--- config.mk ---
export PLATFORM = sky130hd
export DESIGN_NAME = shx20_node_store
export DESIGN_NICKNAME = d
export VERILOG_FILES = /design/src/hdl/shx20_pkg.sv /design/src/hdl/shx20_node_store.sv
export SDC_FILE = /design/constraint.sdc
export NUM_CORES = 2
export LEC_CHECK = 0
export BUFFER_PORTS_ARGS = -buffer_cell sky130_fd_sc_hd__clkbuf_2
export CAP_MARGIN = 20
export CELL_PAD_IN_SITES_DETAIL_PLACEMENT = 1
export CELL_PAD_IN_SITES_GLOBAL_PLACEMENT = 2
export CORE_ASPECT_RATIO = 0.8
export CORE_MARGIN = 2
export CORE_UTILIZATION = 48
export DETAILED_ROUTE_END_ITERATION = 8
export PLACE_DENSITY_LB_ADDON = 0.1
export SLEW_MARGIN = 10
export SYNTH_ARGS = -nofsm -noshare
export SYNTH_HDL_FRONTEND = slang
export SYNTH_SLANG_ARGS = --single-unit
--- constraint.sdc ---
create_clock -name aclk -period 7.25 [get_ports aclk]
set_input_delay 1.45 -clock aclk [delete_from_list [all_inputs] [get_ports aclk]]
set_output_delay 1.45 -clock aclk [all_outputs]
set_load 0.03 [all_outputs]
--- src/hdl/shx20_pkg.sv ---
// shared types and constants for the 20-node serendipity hexahedron mapper
// no dependencies; used by shx20_node_store and serendipity_hex20_map
`default_nettype none

package shx20_pkg;

    localparam int FRAC_BITS  = 16;
    localparam int NODE_COUNT = 20;
    localparam int NODE_STEPS = 20;   // 8 shape steps then 12 accumulate steps
    localparam int SHAPE_STEPS = 8;
    localparam int COORD_W    = 32;
    localparam int POINT_W    = 18;
    localparam int ACC_W      = 48;
    localparam int N_OUT      = 12;
    localparam int ROW_W      = 3 * COORD_W;

    localparam logic signed [31:0] ONE = 32'sd1 <<< FRAC_BITS;

    localparam logic REQ_LOAD = 1'b0;
    localparam logic REQ_EVAL = 1'b1;

    typedef enum logic [2:0] {
        ST_IDLE = 3'b001,
        ST_CALC = 3'b010,
        ST_OUT  = 3'b100
    } state_t;

    // node signs, two bits per axis {zeta, eta, qsi}: 01 = +1, 11 = -1, 00 = 0
    typedef logic [5:0] sign_row_t;

    localparam sign_row_t NODE_SIGN [NODE_COUNT] = '{
        6'b111111, 6'b111101, 6'b110101, 6'b110111,
        6'b011111, 6'b011101, 6'b010101, 6'b010111,
        6'b111100, 6'b110001, 6'b110100, 6'b110011,
        6'b001111, 6'b001101, 6'b000101, 6'b000111,
        6'b011100, 6'b010001, 6'b010100, 6'b010011
    };

endpackage

`default_nettype wire

--- src/hdl/shx20_node_store.sv ---
// node coordinate store: 20 rows of x, y, z (Q15.16), registered read
// depends on shx20_pkg
`default_nettype none

module shx20_node_store (
    input  wire logic                          aclk,
    input  wire logic                          we,
    input  wire logic [4:0]                    waddr,
    input  wire logic [shx20_pkg::ROW_W-1:0]   wdata,
    input  wire logic [4:0]                    raddr,
    output logic      [shx20_pkg::ROW_W-1:0]   rdata
);

    logic [shx20_pkg::ROW_W-1:0] mem [shx20_pkg::NODE_COUNT];

    always_ff @(posedge aclk) begin
        if (we) begin
            mem[waddr] <= wdata;
        end
        rdata <= mem[raddr];
    end

endmodule

`default_nettype wire
==> impl_metrics.yaml <==
sta:
  fin_crit_sh: 0.466
  setup_viol: 0
  fmax_mhz: 296
  rsz0062_at_grt: "false"
  min_period_ns: 3.38
  slew_headroom: 0.254
  tightest_slew_ns: 1.12
  hold_violations: 0
  setup_tns_ns: 0
  finalClockSkew_ns: 0.0188
  finalMaxSlewViolations: 0
synthesis:
  syn_area_sq_um: 75500
  yosys_register_bits: 2016
  synth_flop_cell: "edfxtp_1"
  synth_cell_types: 31
  yosysTopAreaCell: "edfxtp_1"
  synth_top_area_share: 0.764
  syn_inst: 4004
  synthTopCellsByArea: "edfxtp_1 (76%), mux2i_1 (9.0%), mux4_2 (2.9%)"
  synth_warnings: 0
  syn_area_per_cell_sq_um: 18.9
  syn_nets: 4112
  synth-edff-count: 1920
  synthArstFlopShare: 0
  ys_seq_area_frac: 0.789
floorplan:
  start_util: 0.482
  core_sq_um: 157000
  die_h_um: 359
  die_x_um: 447
  core.rowCount: 130
  fp.dieArea_sq_um: 160000
  boundaryPins: 204
clock_tree:
  clkTransAtPathRegs_ns: 0.06
  cts-root-buf: "clkbuf_16"
  postCtsSetupBuffers: 0
  tritoncts: "yes"
  cts_resized: 0
  holdBufCountCts: 0
  cts_buffers: 195
  cts.path.max_buffers: 3
  numClockSinks: 2016
  htree_levels: 4
  clk_latency_ns: 0.83
critical_path:
  crit_chain: "clkbuf_8 > nand2b_4 > buf_4 > o22ai_1 > a211oi_1 > nand3_1"
  cp_data_required_time_ns: 7.95
  cp_slowest_cell: "buf_4"
  path_delay_family: "buffers and inverters"
  timing.critical_path.buf_inv: 2
  crit_fanout: 57
  worst_setup_path_end_kind: "flip-flop"
  cp_data_arrival_time_ns: 4.08
  critPathKind: "primary input to flip-flop"
  cpPeakStageDelay_ns: 0.73
  critPathLaunchType: "primary input"
detailed_routing:
  via_per_inst: 5.80
  drt_iter0_markers: 3078
  wl_per_cell_um: 29.6
  ant_nets: 0
  vias: 37900
  firstDrtPassIters: 5
  drc: 0
  finalWirelength_mm: 193
min_path:
  min_path_type: "flip-flop to flip-flop"
grt:
  grt_busiest_layer: "met2"
  grt_max_degree: 117
  track_usage: 0.242
  grt_overflow_total: 0
  grtUsageMet3: 0.0395
  grt_pass1_wl_mm: 279
  grt_pass1_vias: 39700
  grt_util_met1: 0.327
  antenna_found_initial: 19
  grt_use_met2: 0.407
power_and_ir_drop:
  total_power_mw: 24.1
  peakVddDrop_mv: 0.219
  cellLeakagePower_nw: 29.0
  p_per_area_nw_per_um2: 283
cells_and_area:
  synthToLayoutAreaGrowth_pct: 13.2
  nets: 4365
  drive_above_1_share: 0.174
  layoutNonFillerInstCount: 6544
outcome:
  status: "finished clean"
job:
  cap_viol_max_count: 0
placement:
  hpwl_mm: 89.1
  place_inst: 6172
  portBuffers: 203
  gp_congestion: 0.701
state kept, by name (all words and copies together) (netlist names):
| register | flops |
|---|---|
| rdata | 96 |
| mem | 1920 |
worst reg2reg max path, cell delays in order (launching register included):
cell	delay, ns
edfxtp_1	0.37
mux4_2	0.49
a2111oi_2	0.55
nand2_1	0.11
final cells by class:
cell class / instances / area (sq um)
flip-flops and latches: 2016 / 59600
multi-input cells: 1771 / 15000
well taps: 2112 / 2640
clock buffers: 290 / 5660
clock inverters: 75 / 573
diodes: 7 / 17.5
fillers: 13800 / 71200
repair buffers: 273 / 1940
layout by cell type (no fill, tap or decap), types with 29 or more instances in the layout:
cell,synthesis,final
edfxtp_1,1920,1920
mux2i_1,682,682
clkbuf_16,0,204
clkbuf_2,0,201
nand2_1,194,193
nand3_1,183,183
a22oi_1,96,96
a21oi_1,96,96
mux4_2,96,96
o22ai_1,96,96
nor2_1,117,96
dfxtp_1,96,96
mux2_2,86,86
a211oi_1,86,86
clkbuf_1,84,63
buf_4,40,40
clkinv_2,0,32
buf_12,0,29
cell families (layout without fill, tap and decap cells):
kind of cell	count (synthesis)	after routing	synth area share
compound gates	384	384	0.0340
buf+inv	217	638	0.0147
flops	2016	2016	0.789
mux	864	864	0.132
other cells	0	7	0
simple gates	523	523	0.0301
stage by stage:
stage	hold slack (ns)	utilization	area (sq um)	setup slack, ns
3_5_place_dp	0.571	0.506	79200	2.97
6_report	0.584	0.545	85400	3.87
2_1_floorplan	0.537	-	75500	0.696
3_3_place_gp	0.569	0.505	79200	3.05
4_1_cts	0.590	0.545	85400	3.87
5_1_grt	0.632	0.545	85400	3.82
path summary, 6_finish.rpt:
path               from        end  slack (ns)  cells past startpoint
min          mem[2][38]  rdata[38]        0.58                      4
max reg2reg  mem[6][88]  rdata[88]        5.61                      3
max            raddr[1]  rdata[43]        3.87                      6
min reg2reg  mem[2][38]  rdata[38]        0.58                      4
cell usage after synthesis (3+ instances only):
cell type / n
nand3_1: 183
dfxtp_1: 96
a22oi_1: 96
nand2_1: 194
mux2_2: 86
buf_6: 5
a21oi_1: 96
buf_4: 40
nor2b_1: 3
mux4_2: 96
nor3_1: 11
buf_1: 5
clkbuf_1: 84
buf_2: 83
a2111oi_0: 5
a211oi_1: 86
or3b_2: 3
nor2_1: 117
a2111oi_2: 5
edfxtp_1: 1920
o22ai_1: 96
mux2i_1: 682
nand3b_1: 4
per-layer routing:
layer,share of wire,up-vias,routed length [um]
li1,-,16500,-
met1,0.43,20200,83300
met2,0.50,885,96400
met3,0.046,293,8970
met4,0.024,14,4700
met5,0.00043,-,84
report_power, final:
group	internal [mW]	leakage, nW	switching (mW)
clock network	5.66	3.05	4.25
logic	0.377	7.87	0.824
registers	12.9	18.1	0.0917
total	19.0	29.0	5.16
(Power assumes the default switching activity.)
